File: config.mk
export PLATFORM = sky130hd
export DESIGN_NAME = fat16_partition_geometry
export DESIGN_NICKNAME = d
export VERILOG_FILES = /design/src/sv/fpg_pkg.sv /design/src/sv/fpg_div5.sv /design/src/sv/fat16_partition_geometry.sv
export SDC_FILE = /design/constraint.sdc
export NUM_CORES = 1
export LEC_CHECK = 0
export BUFFER_PORTS_ARGS = -buffer_cell sky130_fd_sc_hd__buf_2
export CORE_ASPECT_RATIO = 1.25
export CORE_UTILIZATION = 55
export CTS_BUF_LIST = sky130_fd_sc_hd__clkbuf_4 sky130_fd_sc_hd__clkbuf_8 sky130_fd_sc_hd__clkbuf_16
export DETAILED_ROUTE_END_ITERATION = 12
export GPL_TIMING_DRIVEN = 1
export PLACE_DENSITY = 0.86
export SETUP_SLACK_MARGIN = 0.3
export SYNTH_ARGS = -nofsm -noshare
export SYNTH_HDL_FRONTEND = slang
export SYNTH_SLANG_ARGS = --single-unit
File: constraint.sdc
create_clock -name clk_i -period 9 [get_ports clk_i]
set_input_delay 0 -clock clk_i [delete_from_list [all_inputs] [get_ports clk_i]]
set_output_delay 0 -clock clk_i [all_outputs]
set_load 0.01 [all_outputs]
File: src/sv/fpg_pkg.sv
// Package for the FAT16 partition geometry block.
// Holds the transfer payload types, status codes and fixed layout constants.
// No dependencies.
package fpg_pkg;

  // Status codes carried in the result
  localparam logic [1:0] STATUS_OK       = 2'd0;
  localparam logic [1:0] STATUS_ABSENT   = 2'd1;
  localparam logic [1:0] STATUS_TOO_BIG  = 2'd2;
  localparam logic [1:0] STATUS_OVERFLOW = 2'd3;

  // Root directory sizing
  localparam logic [31:0] SMALL_PART_LIMIT   = 32'd20480;
  localparam logic [15:0] SMALL_ROOT_ENTRIES = 16'd256;

  // Divide by 80 is done as a shift by 4 followed by a divide by 5
  localparam int unsigned DIV_W = 28;

  // Reset value of the max logical sector register
  localparam logic [15:0] MAX_LSECT_RESET = 16'd32767;

  typedef struct packed {
    logic        part_exists;
    logic [31:0] part_size;
    logic [31:0] disk_size;
  } in_t;

  typedef struct packed {
    logic [1:0]  status;
    logic [6:0]  sector_ratio;
    logic [15:0] logical_sector_bytes;
    logic [15:0] logical_sectors;
    logic [15:0] root_entries;
    logic [15:0] fat_sectors;
    logic [31:0] data_start;
    logic [15:0] header_zero_count;
    logic [31:0] second_fat_offset;
  } out_t;

endpackage

File: src/sv/fpg_div5.sv
// Iterative divide-by-5 unit, four quotient bits per cycle.
// Used for the root directory count (size / 80 = (size >> 4) / 5).
// Depends on fpg_pkg.
module fpg_div5
  import fpg_pkg::*;
(
  input  logic             clk_i,
  input  logic             rst_ni,
  input  logic             start_i,
  input  logic [DIV_W-1:0] dividend_i,
  output logic             done_o,
  output logic [15:0]      quotient_o
);

  localparam int unsigned DigitBits = 4;
  localparam int unsigned Digits    = DIV_W / DigitBits;
  localparam int unsigned CntW      = $clog2(Digits);

  logic [DIV_W-1:0] work_q, work_d;
  logic [2:0]       rem_q, rem_d;
  logic [CntW-1:0]  cnt_q;
  logic             run_q;
  logic             done_q;

  // Four restoring steps: dividend bits leave at the top, quotient bits enter at the bottom
  always_comb begin
    logic [3:0] r;
    logic       qb;
    work_d = work_q;
    rem_d  = rem_q;
    for (int i = 0; i < DigitBits; i++) begin
      r      = {rem_d, work_d[DIV_W-1]};
      qb     = (r >= 4'd5);
      rem_d  = qb ? 3'(r - 4'd5) : r[2:0];
      work_d = {work_d[DIV_W-2:0], qb};
    end
  end

  // Sequencing
  always_ff @(posedge clk_i or negedge rst_ni) begin
    if (!rst_ni) begin
      run_q  <= 1'b0;
      done_q <= 1'b0;
      cnt_q  <= '0;
    end else begin
      done_q <= 1'b0;
      if (start_i) begin
        run_q <= 1'b1;
        cnt_q <= '0;
      end else if (run_q) begin
        cnt_q <= cnt_q + CntW'(1);
        if (cnt_q == CntW'(Digits - 1)) begin
          run_q  <= 1'b0;
          done_q <= 1'b1;
        end
      end
    end
  end

  // Datapath
  always_ff @(posedge clk_i) begin
    if (start_i) begin
      work_q <= dividend_i;
      rem_q  <= '0;
    end else if (run_q) begin
      work_q <= work_d;
      rem_q  <= rem_d;
    end
  end

  assign done_o     = done_q;
  assign quotient_o = work_q[15:0];

endmodule

File: src/sv/fat16_partition_geometry.sv
// Top level of the FAT16 partition geometry block.
// Sequencer, sector ratio search and result register; uses fpg_pkg and fpg_div5.
//
// One partition description is taken per transfer and gives one result. An absent
// or oversized partition goes straight to the finishing state. Otherwise the ratio
// search makes one right shift of the partition size per cycle until the count
// fits, giving lg, the log2 of the final ratio (at most MAX_RATIO_LOG2); then the
// divide-by-5 unit runs (four quotient bits per cycle) and the item ends in the
// finishing state. An overflow ends after the search. The input stalls for the
// whole item; a finished result sits in the output register, so a new item may
// start while it waits to be taken.
module fat16_partition_geometry
  import fpg_pkg::*;
#(
  parameter int unsigned MAX_RATIO_LOG2 = 6
) (
  input  logic        clk_i,
  input  logic        rst_ni,
  input  logic        cfg_we_i,
  input  logic [15:0] cfg_wdata_i,
  input  logic        in_valid_i,
  output logic        in_stall_o,
  input  in_t         in_data_i,
  output logic        out_valid_o,
  input  logic        out_stall_i,
  output out_t        out_data_o
);

  localparam int unsigned LgW = $clog2(MAX_RATIO_LOG2 + 1);

  localparam logic [1:0] S_IDLE  = 2'd0;
  localparam logic [1:0] S_SCALE = 2'd1;
  localparam logic [1:0] S_DIV   = 2'd2;
  localparam logic [1:0] S_DONE  = 2'd3;

  logic [1:0]   state_q, state_d;
  logic [15:0]  max_q;
  logic [1:0]   status_q, status_d;
  logic [31:0]  psize_q;
  logic [31:0]  scaled_q, scaled_d;
  logic [LgW-1:0] lg_q, lg_d;
  out_t         out_q, out_d;
  logic         out_valid_q;
  logic         in_fire;
  logic         out_free;
  logic         div_start;
  logic         div_done;
  logic [15:0]  div_quot;
  logic         too_many;

  assign in_fire  = in_valid_i && (state_q == S_IDLE);
  assign out_free = !out_valid_q || !out_stall_i;
  assign too_many = scaled_q > {16'd0, max_q};

  // Divide by 5 of size / 16
  fpg_div5 u_div5 (
    .clk_i      (clk_i),
    .rst_ni     (rst_ni),
    .start_i    (div_start),
    .dividend_i (psize_q[31:32-DIV_W]),
    .done_o     (div_done),
    .quotient_o (div_quot)
  );

  // Sequencer
  always_comb begin
    state_d   = state_q;
    status_d  = status_q;
    scaled_d  = scaled_q;
    lg_d      = lg_q;
    div_start = 1'b0;
    case (state_q)
      S_IDLE: begin
        if (in_fire) begin
          scaled_d = in_data_i.part_size;
          lg_d     = '0;
          if (!in_data_i.part_exists) begin
            status_d = STATUS_ABSENT;
            state_d  = S_DONE;
          end else if (in_data_i.part_size > in_data_i.disk_size) begin
            status_d = STATUS_TOO_BIG;
            state_d  = S_DONE;
          end else begin
            status_d = STATUS_OK;
            state_d  = S_SCALE;
          end
        end
      end
      S_SCALE: begin
        if (too_many && lg_q < LgW'(MAX_RATIO_LOG2)) begin
          scaled_d = scaled_q >> 1;
          lg_d     = lg_q + LgW'(1);
        end else if (too_many) begin
          status_d = STATUS_OVERFLOW;
          state_d  = S_DONE;
        end else begin
          div_start = 1'b1;
          state_d   = S_DIV;
        end
      end
      S_DIV: begin
        if (div_done) begin
          state_d = S_DONE;
        end
      end
      S_DONE: begin
        if (out_free) begin
          state_d = S_IDLE;
        end
      end
      default: begin
        state_d = S_IDLE;
      end
    endcase
  end

  // Layout arithmetic from the ratio and the root directory quotient
  always_comb begin
    logic [6:0]  ratio;
    logic [10:0] rmask;
    logic [15:0] ndirs_raw;
    logic [16:0] nsum;
    logic [15:0] ndirs;
    logic [15:0] lsect;
    logic [15:0] fat_num;
    logic [15:0] fat;
    logic [15:0] root_sect;
    ratio     = 7'd1 << lg_q;
    rmask     = (11'(ratio) << 4) - 11'd1;
    ndirs_raw = (psize_q < SMALL_PART_LIMIT) ? SMALL_ROOT_ENTRIES : div_quot;
    nsum      = {1'b0, ndirs_raw} + 17'(rmask);
    ndirs     = nsum[15:0] & ~{5'd0, rmask};
    lsect     = scaled_q[15:0];
    fat_num   = {1'b0, lsect[15:1]} + 16'd2;
    fat       = (fat_num >> (5'(lg_q) + 5'd8)) + 16'd1;
    root_sect = ndirs >> 4;

    out_d = '0;
    out_d.status = status_q;
    if (status_q == STATUS_OK) begin
      out_d.sector_ratio         = ratio;
      out_d.logical_sector_bytes = {ratio[6:0], 9'd0};
      out_d.logical_sectors      = lsect;
      out_d.root_entries         = ndirs;
      out_d.fat_sectors          = fat;
      out_d.data_start           = 32'd1 + {15'd0, fat, 1'b0} + 32'(root_sect >> lg_q);
      out_d.header_zero_count    = (16'(ratio) - 16'd1) + ((fat << lg_q) << 1) + root_sect;
      out_d.second_fat_offset    = (32'(fat) << lg_q) + 32'(ratio);
    end
  end

  // Control registers
  always_ff @(posedge clk_i or negedge rst_ni) begin
    if (!rst_ni) begin
      state_q     <= S_IDLE;
      out_valid_q <= 1'b0;
      max_q       <= MAX_LSECT_RESET;
    end else begin
      state_q <= state_d;
      if (cfg_we_i) begin
        max_q <= cfg_wdata_i;
      end
      if (state_q == S_DONE && out_free) begin
        out_valid_q <= 1'b1;
      end else if (!out_stall_i) begin
        out_valid_q <= 1'b0;
      end
    end
  end

  // Working and result registers
  always_ff @(posedge clk_i) begin
    status_q <= status_d;
    scaled_q <= scaled_d;
    lg_q     <= lg_d;
    if (in_fire) begin
      psize_q <= in_data_i.part_size;
    end
    if (state_q == S_DONE && out_free) begin
      out_q <= out_d;
    end
  end

  assign in_stall_o  = (state_q != S_IDLE);
  assign out_valid_o = out_valid_q;
  assign out_data_o  = out_q;

endmodule

==> metrics <==
GRT Total Usage 0.278; Syn Area/Cell about 11 um^2; WP buf/inv 1; unrepaired setup endpoints after global routing false; P_int around 4 mW; # IOs roughly 240; Startpoint Class register; Top delay family on crit path compound AO/OA/AOI/OAI gates; clk buf depth 3; Min Hold Slack -0.0135 ns; Sink Count approximately 210; gate count of the mapped netlist roughly 1.3k; fmax 139 MHz; Placed Instances approximately 1.8k; Root Driver clkbuf_16; area leader, netlist edfxtp_1; Pins Over Slew Limit 0; Layout Cells excl Fill 1905; routed wire length around 36000 um; post-synthesis xor/xnor area fraction 0.0321; Synth Area in Compound Gates 0.124; worst-path maximum fanout 29; worst skew pair latency roughly 0.54 ns; # nets final between 1.5k and 2k; Die X 145 um; area grow syn2layout 17.7%; DP Wirelength around 25000 um; post-synthesis mux area share 0.0624; H-tree depth 1; first-pass GRT wire length 56300 um; headroom to the max-slew limit 0.160; largest family of logic cells by synthesized area simple AND/OR/NAND/NOR gates; fraction of layout cells with a size suffix above 1 0.227; total power approximately 7.3 mW; initial antenna violation count 0; CP required 9.26 ns; initial core utilization 0.564; Clk pwr share 0.121; top cells by area, synth edfxtp_1 (40%), ha_1 (10%), mux2_2 (5.0%), buf_4 (3.3%), dfstp_2 (2.8%); vias per inst approximately 5.7; fin crit period about 7 ns; total CTS buffers 22; hold crit path type in2reg; Max Cap Violations 0; Cell variety after synth just under 100; Post-CTS Resized 0; Leak Pwr about 7 nW; Synth Area in Adders 0.114; die area roughly 26000 um^2; Worst-path clk slew roughly 0.08 ns; remaining antenna violation count 0; Fin Setup TNS 0 ns; slowest CP cell o21ai_0; ys flop type edfxtp_1; Die Span Y roughly 180 um; PwrDens approximately 440 nW/um^2; Hold Fails Final Rpt 2; Comb pwr share 0.640; share of the yosys chip area belonging to registers 0.446; Remaining DRCs 0; number of enable flip-flop cells after synthesis 185; Net Sw Power 3.35 mW; row cnt 64; status finished, violations left; post-synth top area share 0.398; number of synthesized register bits around 210; Setup Skew about 0.04 ns; Pre-antenna DRT Iters 6; final setup fails 0; switch share 0.460; CTS tree done; vias in the first global route around 11k; input/output buffers about 190; DR WL/cell 18.8 um; Worst Tran Pin Value 1.26 ns; Final GP Congestion 0.912; synth cell count leaders edfxtp_1 (185), ha_1 (116), inv_1 (101); critical path data arrival time about 7.5 ns; GRT overflow 0; routed vias approximately 11k; crit end category register; Async S/R FF share, synth 0.113; slowest stage delay, CP between 0.5 and 0.6 ns; period utilization 0.800; CP Class reg2reg; Initial DRC Count ~740; VDD IR-drop max about 0.23 mV; Flop pwr share 0.238; core footprint 24700 um^2; failing checks negative hold slack; # diodes 0; Simple-Gate Fraction of Synth Area 0.144; pin count of the biggest net entering global routing 76; Mapped Area approximately 14000 um^2; count leader, synth edfxtp_1; Ys Warns 0
cells by family after synthesis:
family | count (synthesis)
muxes | 78
and+or+nand+nor | 372
buffers and inverters | 219
AOI/OAI and AO/OA | 258
other | 1
DFF | 212
adders and majority gates | 123
xor gates and xnor gates | 49
area by class of cell:
cell class | count | area (um^2)
well taps | 330 | 413
clock inverters | 15 | 118
fillers | 1793 | 8310
repair buffers | 274 | 1780
clock buffers | 24 | 572
inverters | 103 | 387
multi-input cells | 947 | 6930
flip-flops and latches | 212 | 6230
repair_timing:
action	in CTS	in global routing
hold buffers	77	0
hold endpoints to repair	105	0
setup buffers	0	0
per-stage QoR:
stage                     utilization  hold slack [ns]  setup WS, ns  cell area (um^2)
after floorplan                     -           -0.296          1.09             14200
after global placement          0.605           0.0136          2.06             15000
after detailed placement        0.605           0.0170          1.90             15000
after CTS                       0.664         0.000387          1.87             16400
after global routing            0.664           0.0109          1.18             16400
final                           0.664          -0.0135          1.80             16400
layout by cell type (no fill, tap or decap), drive strengths merged, types with 59 or more instances in the layout:
cell and n:
nor2 99, buf 197, o21ai 64, ha 116, dlygate4sd3 77, conb 67
mux2 62, a21oi 59, nand2 67, edfxtp 185, inv 104
worst register-to-register path, delay by kind of cell (launching register included):
family / cells / cell delay [ns]
AO/OA/AOI/OAI: 11 / 2.31
AND/OR/NAND/NOR: 9 / 1.27
buffers and inverters: 1 / 0.40
multiplexers: 2 / 0.65
XOR/XNOR: 3 / 0.43
flip-flops: 1 / 0.40
adder cells (fa/ha/maj): 4 / 1.50
metal layers:
metal	global-route usage	wire (um)	vias up
met5	0	0	-
met4	0.147	1970	0
met3	0.0356	2010	128
met2	0.500	18600	524
met1	0.316	13300	5184
li1	-	-	5099
sequential cells by signal (all words and copies together), names as in the netlist:
| register | count |
|---|---|
| out_valid_o | 1 |
| lg_q | 3 |
| psize_q | 28 |
| u_div5.work_q | 28 |
| out_data_o | 92 |
| state_q | 2 |
| status_q | 2 |
| max_q | 16 |
| u_div5.run_q | 1 |
| u_div5.done_o | 1 |
| u_div5.cnt_q | 3 |
| u_div5.rem_q | 3 |
| scaled_q | 32 |
worst paths after layout:
path | startpoint | endpoint | slack, ns | depth (start not counted)
min in group asynchronous | rst_ni | max_q[15] | 0.01 | 2
hold / removal | cfg_we_i | max_q[15] | -0.01 | 2
max in group asynchronous | rst_ni | u_div5.cnt_q[0] | 8.58 | 2
hold reg to reg | u_div5.rem_q[0] | u_div5.rem_q[0] | 0.51 | 2
setup / recovery | lg_q[0] | out_data_o[58] | 1.80 | 30
setup reg to reg | lg_q[0] | out_data_o[58] | 1.80 | 30
power groups by stage:
stage,registers (mW),logic [mW],clock network (mW)
after global routing,1.77,5.17,0.924
after global placement,1.73,4.49,0
after floorplan,1.83,3.39,0
final,1.73,4.66,0.881
after detailed placement,1.74,4.56,0
after CTS,1.72,4.61,0.876
Power figures use the tool's default switching activity.
